<file path="src/tkbsgr_pkg.sv">
// Package: widths, defaults and register indexes of the bad sector gap ranker.
`default_nettype none
package tkbsgr_pkg;
   localparam int MAX_RANKS_DEF    = 16;
   localparam int ADDRESS_BITS_DEF = 48;
   localparam int RESULT_LIMIT     = 16;
   localparam int FIELD_W          = 48;
   localparam int TIME_W           = 32;
   localparam int RANK_W           = 4;
   localparam int RANKS_W          = 5;
   localparam int CSR_IDX_W        = 1;
   localparam int CSR_DATA_W       = 48;
   localparam logic [RANKS_W-1:0] RANKS_RESET = 5'd10;
   localparam logic [CSR_IDX_W-1:0] CSR_DISK_LBA     = 1'd0;
   localparam logic [CSR_IDX_W-1:0] CSR_RANKS_IN_USE = 1'd1;
   localparam logic OP_SECTOR = 1'b0;
   localparam logic OP_REPORT = 1'b1;
endpackage
`default_nettype wire

</file>
<file path="src/top_k_bad_sector_gap_ranker.sv">
// Top level: ranks the longest spans of good sectors between bad sectors.
//
// Usage: a request is taken when start is high and busy is low. A sector record
// (op = sector) with a non-negative access time changes nothing and leaves busy
// low. A bad sector record closes the open span and inserts it into a sorted
// table kept in a small memory: the sequencer walks from the bottom of the table
// upward, reading each entry and then comparing it and moving it down. An end
// record (op = report) inserts the final span, then emits one result per filled
// rank on consecutive cycles, each marked by rsp_valid for one cycle, rsp_last on
// the final one, after which the scan state is cleared. The receiver cannot
// stall; results are never held back. Registers are written through
// csr_we/csr_index/csr_wdata; the user must write them only while busy is low,
// which the block itself does not enforce. Reset (synchronous) clears the scan
// state and restores the register defaults; the table memory needs no clearing
// since only filled entries are read.
`default_nettype none
module top_k_bad_sector_gap_ranker #(
   parameter int MAX_RANKS    = tkbsgr_pkg::MAX_RANKS_DEF,
   parameter int ADDRESS_BITS = tkbsgr_pkg::ADDRESS_BITS_DEF
) (
   input  wire logic                                clock,
   input  wire logic                                reset,
   input  wire logic                                start,
   output logic                                     busy,
   input  wire logic                                req_op,
   input  wire logic [tkbsgr_pkg::FIELD_W-1:0]      req_sector_address,
   input  wire logic signed [tkbsgr_pkg::TIME_W-1:0] req_access_time,
   output logic                                     rsp_valid,
   output logic [tkbsgr_pkg::RANK_W-1:0]            rsp_rank,
   output logic [tkbsgr_pkg::FIELD_W-1:0]           rsp_span_start,
   output logic [tkbsgr_pkg::FIELD_W-1:0]           rsp_span_end,
   output logic [tkbsgr_pkg::FIELD_W-1:0]           rsp_span_length,
   output logic [tkbsgr_pkg::FIELD_W-1:0]           rsp_bad_count,
   output logic                                     rsp_last,
   input  wire logic                                csr_we,
   input  wire logic [tkbsgr_pkg::CSR_IDX_W-1:0]    csr_index,
   input  wire logic [tkbsgr_pkg::CSR_DATA_W-1:0]   csr_wdata
);
   localparam int FW    = tkbsgr_pkg::FIELD_W;
   localparam int AW    = (ADDRESS_BITS < FW) ? ADDRESS_BITS : FW;
   localparam int DEPTH = (MAX_RANKS < tkbsgr_pkg::RESULT_LIMIT) ? MAX_RANKS
                          : tkbsgr_pkg::RESULT_LIMIT;
   localparam int IW    = (DEPTH > 1) ? $clog2(DEPTH) : 1;
   localparam int CW    = $clog2(DEPTH + 1);
   localparam int RW    = tkbsgr_pkg::RANKS_W;

   typedef enum logic [2:0] {
      ST_IDLE, ST_INSERT, ST_FULL_RD, ST_FULL_CMP, ST_WALK_RD, ST_WALK_CMP,
      ST_RPT, ST_CLEAR
   } state_type;

   state_type     state_ff, state_in;
   logic [AW-1:0] disk_lba_ff, disk_lba_in;
   logic [RW-1:0] ranks_ff, ranks_in;
   logic [AW-1:0] open_ff, open_in;
   logic [FW-1:0] bad_ff, bad_in;
   logic [CW-1:0] filled_ff, filled_in;
   logic [IW-1:0] idx_ff, idx_in;
   logic [IW-1:0] rpt_ff, rpt_in;
   logic          is_end_ff, is_end_in;
   logic [AW-1:0] new_start_ff, new_start_in;
   logic [AW-1:0] new_end_ff, new_end_in;
   logic [AW-1:0] new_len_ff, new_len_in;
   logic          rsp_valid_ff, rsp_valid_in;
   logic [IW-1:0] rsp_rank_ff, rsp_rank_in;
   logic          rsp_last_ff, rsp_last_in;

   logic [AW-1:0] mem_start [DEPTH];
   logic [AW-1:0] mem_end   [DEPTH];
   logic [AW-1:0] mem_len   [DEPTH];
   logic [AW-1:0] rd_start_ff, rd_end_ff, rd_len_ff;
   logic [IW-1:0] rd_addr, wr_addr;
   logic          wr_en;
   logic [AW-1:0] wr_start, wr_end, wr_len;

   logic [CW-1:0] k_lim, n_cnt;
   logic [AW-1:0] span_e;
   logic [AW:0]   span_diff;
   logic [AW-1:0] span_len;

   always_comb begin
      if (ranks_ff == '0) begin
         k_lim = CW'(1);
      end else if (ranks_ff > RW'(DEPTH)) begin
         k_lim = CW'(DEPTH);
      end else begin
         k_lim = CW'(ranks_ff);
      end
      n_cnt = (filled_ff < k_lim) ? filled_ff : k_lim;
   end

   assign span_e    = (req_op == tkbsgr_pkg::OP_REPORT) ? disk_lba_ff
                      : req_sector_address[AW-1:0];
   assign span_diff = {1'b0, span_e} - {1'b0, open_ff};
   assign span_len  = span_diff[AW] ? '0 : span_diff[AW-1:0];

   always_comb begin
      state_in     = state_ff;
      disk_lba_in  = disk_lba_ff;
      ranks_in     = ranks_ff;
      open_in      = open_ff;
      bad_in       = bad_ff;
      filled_in    = filled_ff;
      idx_in       = idx_ff;
      rpt_in       = rpt_ff;
      is_end_in    = is_end_ff;
      new_start_in = new_start_ff;
      new_end_in   = new_end_ff;
      new_len_in   = new_len_ff;
      rsp_valid_in = 1'b0;
      rsp_rank_in  = rsp_rank_ff;
      rsp_last_in  = rsp_last_ff;
      rd_addr      = idx_ff - IW'(1);
      wr_en        = 1'b0;
      wr_addr      = idx_ff;
      wr_start     = new_start_ff;
      wr_end       = new_end_ff;
      wr_len       = new_len_ff;

      if (csr_we) begin
         case (csr_index)
            tkbsgr_pkg::CSR_DISK_LBA:     disk_lba_in = csr_wdata[AW-1:0];
            tkbsgr_pkg::CSR_RANKS_IN_USE: ranks_in = csr_wdata[RW-1:0];
            default: ;
         endcase
      end

      case (state_ff)
         ST_IDLE: begin
            if (start) begin
               new_start_in = open_ff;
               new_end_in   = span_e;
               new_len_in   = span_len;
               if (req_op == tkbsgr_pkg::OP_REPORT) begin
                  is_end_in = 1'b1;
                  state_in  = ST_INSERT;
               end else if (req_access_time[tkbsgr_pkg::TIME_W-1]) begin
                  is_end_in = 1'b0;
                  bad_in    = bad_ff + FW'(1);
                  open_in   = span_e;
                  state_in  = ST_INSERT;
               end
            end
         end
         ST_INSERT: begin
            filled_in = n_cnt;
            if (n_cnt == k_lim) begin
               idx_in   = IW'(k_lim - CW'(1));
               state_in = ST_FULL_RD;
            end else begin
               idx_in   = IW'(n_cnt);
               state_in = ST_WALK_RD;
            end
         end
         ST_FULL_RD: begin
            rd_addr  = idx_ff;
            state_in = ST_FULL_CMP;
         end
         ST_FULL_CMP: begin
            if (new_len_ff <= rd_len_ff) begin
               state_in = is_end_ff ? ST_RPT : ST_IDLE;
            end else begin
               state_in = ST_WALK_RD;
            end
         end
         ST_WALK_RD: begin
            if (idx_ff == '0) begin
               wr_en     = 1'b1;
               filled_in = (filled_ff < k_lim) ? filled_ff + CW'(1) : filled_ff;
               state_in  = is_end_ff ? ST_RPT : ST_IDLE;
            end else begin
               state_in = ST_WALK_CMP;
            end
         end
         ST_WALK_CMP: begin
            wr_en = 1'b1;
            if (rd_len_ff >= new_len_ff) begin
               filled_in = (filled_ff < k_lim) ? filled_ff + CW'(1) : filled_ff;
               state_in  = is_end_ff ? ST_RPT : ST_IDLE;
            end else begin
               // entry above moves down one rank
               wr_start = rd_start_ff;
               wr_end   = rd_end_ff;
               wr_len   = rd_len_ff;
               idx_in   = idx_ff - IW'(1);
               state_in = ST_WALK_RD;
            end
         end
         ST_RPT: begin
            rd_addr      = rpt_ff;
            rsp_valid_in = 1'b1;
            rsp_rank_in  = rpt_ff;
            rsp_last_in  = (CW'(rpt_ff) + CW'(1)) == filled_ff;
            rpt_in       = rpt_ff + IW'(1);
            if (rsp_last_in) begin
               state_in = ST_CLEAR;
            end
         end
         ST_CLEAR: begin
            open_in   = '0;
            bad_in    = '0;
            filled_in = '0;
            rpt_in    = '0;
            state_in  = ST_IDLE;
         end
         default: begin
            state_in = ST_IDLE;
         end
      endcase
   end

   always_ff @(posedge clock) begin
      if (reset) begin
         state_ff     <= ST_IDLE;
         disk_lba_ff  <= '0;
         ranks_ff     <= tkbsgr_pkg::RANKS_RESET;
         open_ff      <= '0;
         bad_ff       <= '0;
         filled_ff    <= '0;
         idx_ff       <= '0;
         rpt_ff       <= '0;
         is_end_ff    <= 1'b0;
         rsp_valid_ff <= 1'b0;
         rsp_rank_ff  <= '0;
         rsp_last_ff  <= 1'b0;
      end else begin
         state_ff     <= state_in;
         disk_lba_ff  <= disk_lba_in;
         ranks_ff     <= ranks_in;
         open_ff      <= open_in;
         bad_ff       <= bad_in;
         filled_ff    <= filled_in;
         idx_ff       <= idx_in;
         rpt_ff       <= rpt_in;
         is_end_ff    <= is_end_in;
         rsp_valid_ff <= rsp_valid_in;
         rsp_rank_ff  <= rsp_rank_in;
         rsp_last_ff  <= rsp_last_in;
      end
      new_start_ff <= new_start_in;
      new_end_ff   <= new_end_in;
      new_len_ff   <= new_len_in;
   end

   // ranking table: one write and one registered read per cycle
   always_ff @(posedge clock) begin
      if (wr_en) begin
         mem_start[wr_addr] <= wr_start;
         mem_end[wr_addr]   <= wr_end;
         mem_len[wr_addr]   <= wr_len;
      end
      rd_start_ff <= mem_start[rd_addr];
      rd_end_ff   <= mem_end[rd_addr];
      rd_len_ff   <= mem_len[rd_addr];
   end

   assign busy            = (state_ff != ST_IDLE);
   assign rsp_valid       = rsp_valid_ff;
   assign rsp_rank        = tkbsgr_pkg::RANK_W'(rsp_rank_ff);
   assign rsp_span_start  = FW'(rd_start_ff);
   assign rsp_span_end    = FW'(rd_end_ff);
   assign rsp_span_length = FW'(rd_len_ff);
   assign rsp_bad_count   = bad_ff;
   assign rsp_last        = rsp_last_ff;
endmodule
`default_nettype wire

</file>
<file path="config.mk">
export PLATFORM = sky130hd
export DESIGN_NAME = top_k_bad_sector_gap_ranker
export DESIGN_NICKNAME = d
export VERILOG_FILES = /design/src/tkbsgr_pkg.sv /design/src/top_k_bad_sector_gap_ranker.sv
export SDC_FILE = /design/constraint.sdc
export NUM_CORES = 2
export LEC_CHECK = 0
export BUFFER_PORTS_ARGS = -buffer_cell sky130_fd_sc_hd__buf_4
export CAP_MARGIN = 20
export CORE_UTILIZATION = 30
export DETAILED_ROUTE_END_ITERATION = 12
export SYNTH_ARGS = -nofsm -noshare
export SYNTH_HDL_FRONTEND = slang
export SYNTH_SLANG_ARGS = --single-unit
export TNS_END_PERCENT = 100
</file>
<file path="constraint.sdc">
create_clock -name clock -period 23.5 [get_ports clock]
set_input_delay 0 -clock clock [delete_from_list [all_inputs] [get_ports clock]]
set_output_delay 0 -clock clock [all_outputs]
set_load 0.03 [all_outputs]
</file>
# After elaboration in Yosys (flattened, before gate mapping)
# Memory sizes are Yosys's and may differ from the RTL's. A register that Yosys moved wholly into a read port is not among the register bits.
# Cells that the tools add are included.
# op_classes
n_bitwise,1
add_sub_neg,7
n_mux,44
eq_ne,17
order_cmp,4
reduce_logical,17
# op_table
cell,n
two-way mux 48 bit,13
one-hot mux 48 bit (2 select lines),2
subtractor 48 x 48 -> 49 bit,1
"adder 48 x 1 -> 48 bit, second input constant",1
>= comparator 48 bit,1
<= comparator 48 bit,1
two-way mux 5 bit,6
two-way mux 3 bit,9
one-hot mux 3 bit (8 select lines),1
one-hot mux 4 bit (2 select lines),3
one-hot mux 5 bit (4 select lines),1
"inequality test 2 bit, second input constant",7
"== test 3 bit, second input constant",4
== test 5 bit,2
AND reduction 3 bit,3
two-way mux 4 bit,2
AND reduction 2 bit,4
nonzero test 2 bit,4
"subtractor 4 x 1 -> 4 bit, second input constant",2
"== test 3 x 2 -> 1 bit, second input constant",2
two-way mux 1 bit,6
"adder 4 x 1 -> 5 bit, second input constant",1
"adder 5 x 1 -> 5 bit, second input constant",1
"> comparator 5 bit, second input constant",1
12 further kinds,12
# word_totals
reg_bits,316
output_inout_bits,199
in_bits,134
mem_bits_rw,2304
wordCells,108
mem_count,3
# mem_list
memory,words,width,rd,rd_clocked_by_memory_dff,write_ports,line_no,rtl
mem_end,16,48,1,1,1,top_k_bad_sector_gap_ranker.sv:69,logic [AW-1:0] mem_end [DEPTH];
mem_len,16,48,1,1,1,top_k_bad_sector_gap_ranker.sv:70,logic [AW-1:0] mem_len [DEPTH];
mem_start,16,48,1,1,1,top_k_bad_sector_gap_ranker.sv:68,logic [AW-1:0] mem_start [DEPTH];

# Logic depth before layout (Yosys ltp)
# logic_depth
word_depth,8
depth_mapped,17
depth_no_buf,13

# Least setup slack after synthesis
# OpenSTA, ideal clock, no wires.
# synth_timing
path_type,register to register
start,register idx_ff[0]
end,"memory mem_end[0][0] (netlist name), enable pin"
setup_time_ns,0.649
path_stages_with_launch,5
path_buffers,0
period_less_slack_ns,7.409
required_ns,22.851
slack_ns,16.091
t_arrival_ns,6.759
cell_sequence,dfxtp_1 -> inv_1 -> ha_1 -> nand2_1 -> nor2_1
# synth_between
elab_chain_cells,5
# synth_rtl
item,line_no,rtl
start: declaration,top_k_bad_sector_gap_ranker.sv:58,"logic [IW-1:0] idx_ff, idx_in;"
start signal: assignment,top_k_bad_sector_gap_ranker.sv:233,idx_ff <= idx_in;
zero test 4 bit,top_k_bad_sector_gap_ranker.sv:167,if (idx_ff == '0) begin
two-way mux 1 bit,top_k_bad_sector_gap_ranker.sv:167,
one-hot mux 1 bit (2 select lines),top_k_bad_sector_gap_ranker.sv:128,case (state_ff)
two-way mux 1 bit,top_k_bad_sector_gap_ranker.sv:247,if (wr_en) begin
two-way mux 1 bit (implied by the code),top_k_bad_sector_gap_ranker.sv:249,mem_end[wr_addr] <= wr_end;
end: declaration,top_k_bad_sector_gap_ranker.sv:69,
# Several ways; a longest one is shown, not always the timed one.

# Worst setup path after layout
# layout_timing
start,register new_len_ff[43]
end,memory mem_len[5][28] (netlist name) (data pin)
# layout_between
elab_chain_cells,3
# layout_rtl
item,line_no,rtl
start: declaration,top_k_bad_sector_gap_ranker.sv:63,"logic [AW-1:0] new_len_ff, new_len_in;"
start signal: assignment,top_k_bad_sector_gap_ranker.sv:242,new_len_ff <= new_len_in;
>= comparator 48 bit,top_k_bad_sector_gap_ranker.sv:177,if (rd_len_ff >= new_len_ff) begin
two-way mux 48 bit,top_k_bad_sector_gap_ranker.sv:177,
two-way mux 48 bit,top_k_bad_sector_gap_ranker.sv:128,
via wr_len[28],top_k_bad_sector_gap_ranker.sv:74,"logic [AW-1:0] wr_start, wr_end, wr_len;"
end: declaration,top_k_bad_sector_gap_ranker.sv:70,
# The timed path passes the listed nets, and every way through them passes these cells.

==> tab_implementation.tex <==
\begin{tabular}{lr}
\hline
Metric & Value \\
\hline
\multicolumn{2}{l}{\textbf{Die}} \\
Standard cell core area & 369000 um\^{}2 \\
Count of pins on the block boundary & 333 \\
Die Footprint & approximately 370000 um\^{}2 \\
Die height & just over 600 um \\
Starting density of the core & 30.1\% \\
Site Rows & 223 \\
Die width & between 600 and 700 um \\
\multicolumn{2}{l}{\textbf{Worst hold path}} \\
Hold-critical path depth & 2 \\
Hold Startpoint & req\_op \\
Tightest Hold Check Type & in -> reg \\
Hold EP & new\_end\_ff[22] \\
\multicolumn{2}{l}{\textbf{Yosys}} \\
Flip-flop and latch count after synthesis & 2764 \\
Cell count after synthesis & 8883 \\
Synth async-reset ratio & 0\% \\
Per-instance average area after synthesis & approximately 13 um\^{}2 \\
Register area share after synthesis & 71.7\% \\
Dominant register cell in the synthesized netlist & sky130\_fd\_sc\_hd\_\_edfxtp\_1 \\
Total number of yosys warnings & 0 \\
Distinct cells, synth & 86 \\
Number of flops mapped to enable cells by yosys & 2448 \\
Number of nets produced by synthesis & a little over 9000 \\
Synthesized area & 111000 um\^{}2 \\
\multicolumn{2}{l}{\textbf{Timing}} \\
Total negative setup slack & 0 ns \\
Relative slew margins & between 20\% and 30\% \\
Crit path time final & 6.76 ns \\
Number of endpoints with negative hold slack in the final report & 0 \\
Final setup fails & 0 \\
Number of pins with negative max-slew slack in the final report & 0 \\
Achievable Freq & 148 MHz \\
Clock skew after layout & 0.0749 ns \\
Period utilisation layout & 28.8\% \\
Pin slew with the least headroom to its limit & between 1 and 1.5 ns \\
RSZ-0062 raised after global routing & false \\
\multicolumn{2}{l}{\textbf{Critical path}} \\
Worst Setup Start Kind & register \\
R2R depth & 13 \\
Critical path type & reg -> reg \\
Crit path DAT & 7.30 ns \\
RR Endpoint & mem\_len[5][28] \\
Launch point of the worst reg-to-reg path & new\_len\_ff[43] \\
Slack of the worst reg-to-reg path & 16.74 ns \\
Critical Path Sink Type & register \\
CP Data Required Time & about 24 ns \\
Critical Path Fanout Max & 72 \\
\multicolumn{2}{l}{\textbf{Clock network}} \\
Number of clock sinks seen by CTS & between 2000 and 3000 \\
Clk Tree Root Cell & sky130\_fd\_sc\_hd\_\_clkbuf\_16 \\
Latest clock arrival within the worst-skew pair & between 0.9 and 1 ns \\
Clock-pin slew on the worst setup and hold paths & 0.06 ns \\
Number of buffers added for setup after CTS & 0 \\
H-tree levels & 5 \\
Post-CTS resize count & 0 \\
Buffers from clock root to sink, at most & 4 \\
Inserted Clock Buffers & between 300 and 400 \\
TritonCTS clock tree & built \\
\multicolumn{2}{l}{\textbf{Cells and area}} \\
Sequential cell area & 79800 um\^{}2 \\
Relative area change from synthesis to final layout & 17.5\% \\
Most frequent standard cell in the layout excluding fill and tap cells & sky130\_fd\_sc\_hd\_\_nand2\_1 \\
Number of nets in the layout & 9548 \\
Number of fill cells in the layout & approximately 35000 \\
Fraction of layout cells with a size suffix above 1 & 11.4\% \\
Area occupied by multi-input gates & about 29000 um\^{}2 \\
Most used cells in the layout excluding fill and tap cells & sky130\_fd\_sc\_hd\_\_nand2\_1 (2643), sky130\_fd\_sc\_hd\_\_edfxtp\_1 (2448), sky130\_fd\_sc\_hd\_\_nand3\_1 (622) \\
\multicolumn{2}{l}{\textbf{Route}} \\
Number of design rule violations left after detail routing & 0 \\
Wire length per cell after detailed routing & 23.0 um \\
Via density per instance & between 5 and 6 \\
Total Routed Length & 334 mm \\
Post-detailed-route count of antenna-violating nets & 0 \\
1st-iter DRT viols & 6936 \\
Detailed-routing iteration count for the pre-antenna-repair pass & 6 \\
Via count & 73269 \\
\multicolumn{2}{l}{\textbf{Pwr}} \\
Static leakage power & 45.2 nW \\
Power, Total & 12.9 mW \\
Peak supply drop & about 0.060 mV \\
Power per unit of standard cell area & just under 100 nW/um\^{}2 \\
\multicolumn{2}{l}{\textbf{GRT}} \\
Wire length of the first global-routing pass & around 480 mm \\
Initial antenna violation count & 26 \\
Overall track demand over capacity in global routing & 17.2\% \\
Largest net degree at the start of global routing & 181 \\
Remaining Overflow, GRT & 0 \\
Vias in the first global route & 69522 \\
\multicolumn{2}{l}{\textbf{Place}} \\
DP HPWL & about 180 mm \\
Final RePlAce weighted congestion & about 0.83 \\
Buffers added on ports & 301 \\
\multicolumn{2}{l}{\textbf{Flow run}} \\
Maximum Capacitance Violations & 0 \\
\multicolumn{2}{l}{\textbf{Run status}} \\
Outcome & completed \\
\hline
\end{tabular}
[through the flow]
stage          cells  setup WS (ns)  utilization [%]  instance area, um^2  hold slack [ns]
6_report       14503          16.74             35.4               131000           0.0496
5_1_grt        14500          16.35             35.4               131000          0.00945
3_5_place_dp   13718          16.61             32.2               119000            0.258
3_3_place_gp   13717          16.73             32.2               119000            0.249
4_1_cts        14493          16.58             35.4               131000          0.00292
2_1_floorplan   8883          16.09                -               111000            0.136
[synthesized netlist by cell type (4+ instances only)]
cell type,instances,area (um^2)
sky130_fd_sc_hd__clkbuf_1,448,1680
sky130_fd_sc_hd__o211ai_1,11,82.6
sky130_fd_sc_hd__or3_1,13,81.3
sky130_fd_sc_hd__edfxtp_1,2448,73500
sky130_fd_sc_hd__buf_4,11,82.6
sky130_fd_sc_hd__a211oi_1,10,75.1
sky130_fd_sc_hd__o21bai_1,7,52.6
sky130_fd_sc_hd__and2_1,21,131
sky130_fd_sc_hd__nand4_1,22,138
sky130_fd_sc_hd__a21o_1,20,150
sky130_fd_sc_hd__a21boi_0,4,30.0
sky130_fd_sc_hd__inv_1,128,480
sky130_fd_sc_hd__mux2_2,144,1620
sky130_fd_sc_hd__nand3_1,624,3120
sky130_fd_sc_hd__nor2_1,153,574
sky130_fd_sc_hd__o21ai_0,142,711
sky130_fd_sc_hd__o22ai_1,4,25.0
sky130_fd_sc_hd__ha_1,109,1360
sky130_fd_sc_hd__a31oi_1,150,938
sky130_fd_sc_hd__mux2i_1,7,70.1
sky130_fd_sc_hd__a311oi_1,434,3800
sky130_fd_sc_hd__o21a_1,8,60.1
sky130_fd_sc_hd__a211o_1,7,61.3
sky130_fd_sc_hd__and3_1,304,1900
sky130_fd_sc_hd__o32ai_1,4,35.0
sky130_fd_sc_hd__buf_2,56,280
sky130_fd_sc_hd__nor3_1,24,120
sky130_fd_sc_hd__o2111ai_1,4,35.0
sky130_fd_sc_hd__o21ai_1,6,30.0
sky130_fd_sc_hd__nor2b_1,60,375
sky130_fd_sc_hd__nand2b_1,19,119
sky130_fd_sc_hd__a21oi_1,296,1480
sky130_fd_sc_hd__xor2_1,45,394
sky130_fd_sc_hd__nand2_1,2643,9920
sky130_fd_sc_hd__a41oi_1,4,35.0
sky130_fd_sc_hd__buf_1,62,233
sky130_fd_sc_hd__dfxtp_1,316,6330
sky130_fd_sc_hd__xnor2_1,45,394
[critical path, cell delays in order, from the launching register on]
cell	delay (ns)
sky130_fd_sc_hd__edfxtp_1	0.36
sky130_fd_sc_hd__inv_1	0.07
sky130_fd_sc_hd__ha_1	0.25
sky130_fd_sc_hd__a211oi_1	0.24
sky130_fd_sc_hd__o21ai_0	0.13
sky130_fd_sc_hd__a221oi_1	0.45
sky130_fd_sc_hd__o211ai_1	0.41
sky130_fd_sc_hd__o21ai_0	0.82
sky130_fd_sc_hd__nor2_1	0.38
sky130_fd_sc_hd__nor2_4	0.93
sky130_fd_sc_hd__buf_4	0.80
sky130_fd_sc_hd__buf_4	0.73
sky130_fd_sc_hd__nand2_1	0.11
sky130_fd_sc_hd__o21ai_1	0.61
[flip-flops by register name, summed over array words and instances, names as in the netlist, 48 cells and up]
name	cells
new_len_ff	48
mem_len	768
rsp_span_start	48
rsp_span_end	48
rsp_bad_count	48
open_ff	48
new_start_ff	48
mem_end	768
disk_lba_ff	48
mem_start	768
rsp_span_length	48
new_end_ff	48
[repair_timing]
action	in CTS	in global routing
setup endpoints to repair	0	0
hold endpoints to repair	211	0
hold buffers	232	0
[worst max path at each step]
stage	from	to	slack, ns	cells past startpoint
6_report	new_len_ff[43]	mem_len[5][28]	16.74	13
5_1_grt	new_len_ff[43]	mem_len[0][28]	16.35	13
4_1_cts	new_len_ff[43]	mem_len[0][28]	16.58	13
3_5_place_dp	new_len_ff[43]	mem_len[5][28]	16.61	13
3_3_place_gp	new_len_ff[43]	mem_len[5][28]	16.73	13
2_1_floorplan	idx_ff[0]	mem_end[0][0]	16.09	4
[layer usage]
| layer | up-vias | routed length [um] | global-route usage, % |
|---|---|---|---|
| met5 | - | 13 | 0 |
| met3 | 597 | 24300 | 2.80 |
| met2 | 2757 | 158000 | 28.5 |
| li1 | 33315 | - | - |
| met4 | 2 | 14900 | 7.06 |
| met1 | 36598 | 136000 | 22.5 |
[where the power goes]
group / internal [mW] / leakage [nW] / total (mW) / switching, mW
combinational: 0.700 / 15.7 / 2.39 / 1.69
sequential: 5.70 / 24.9 / 5.91 / 0.215
clock: 2.64 / 4.61 / 4.57 / 1.93
total: 9.03 / 45.2 / 12.9 / 3.83
[cells by family (layout without fill, tap and decap cells)]
group                      after synthesis  in the layout  share of synthesized area (%)
and+or+nand+nor                       3907           3907                           15.0
other                                    0              9                              0
buffers and inverters                  709           1370                           2.51
DFF                                   2764           2764                           71.7
muxes                                  151            151                           1.52
xor gates and xnor gates                90             90                          0.708
AOI/OAI and AO/OA                     1152           1152                           7.25
adders and majority gates              110            110                           1.24
[cell type report]
type | count | area share [%]
multi-input cells | 5410 | 22.0
repair buffers | 699 | 4.55
inverters | 128 | 0.367
clock inverters | 131 | 0.888
diodes | 9 | 0.0172
flip-flops and latches | 2764 | 61.1
well taps | 4950 | 4.74
clock buffers | 412 | 6.33
(Power assumes the default switching activity.)
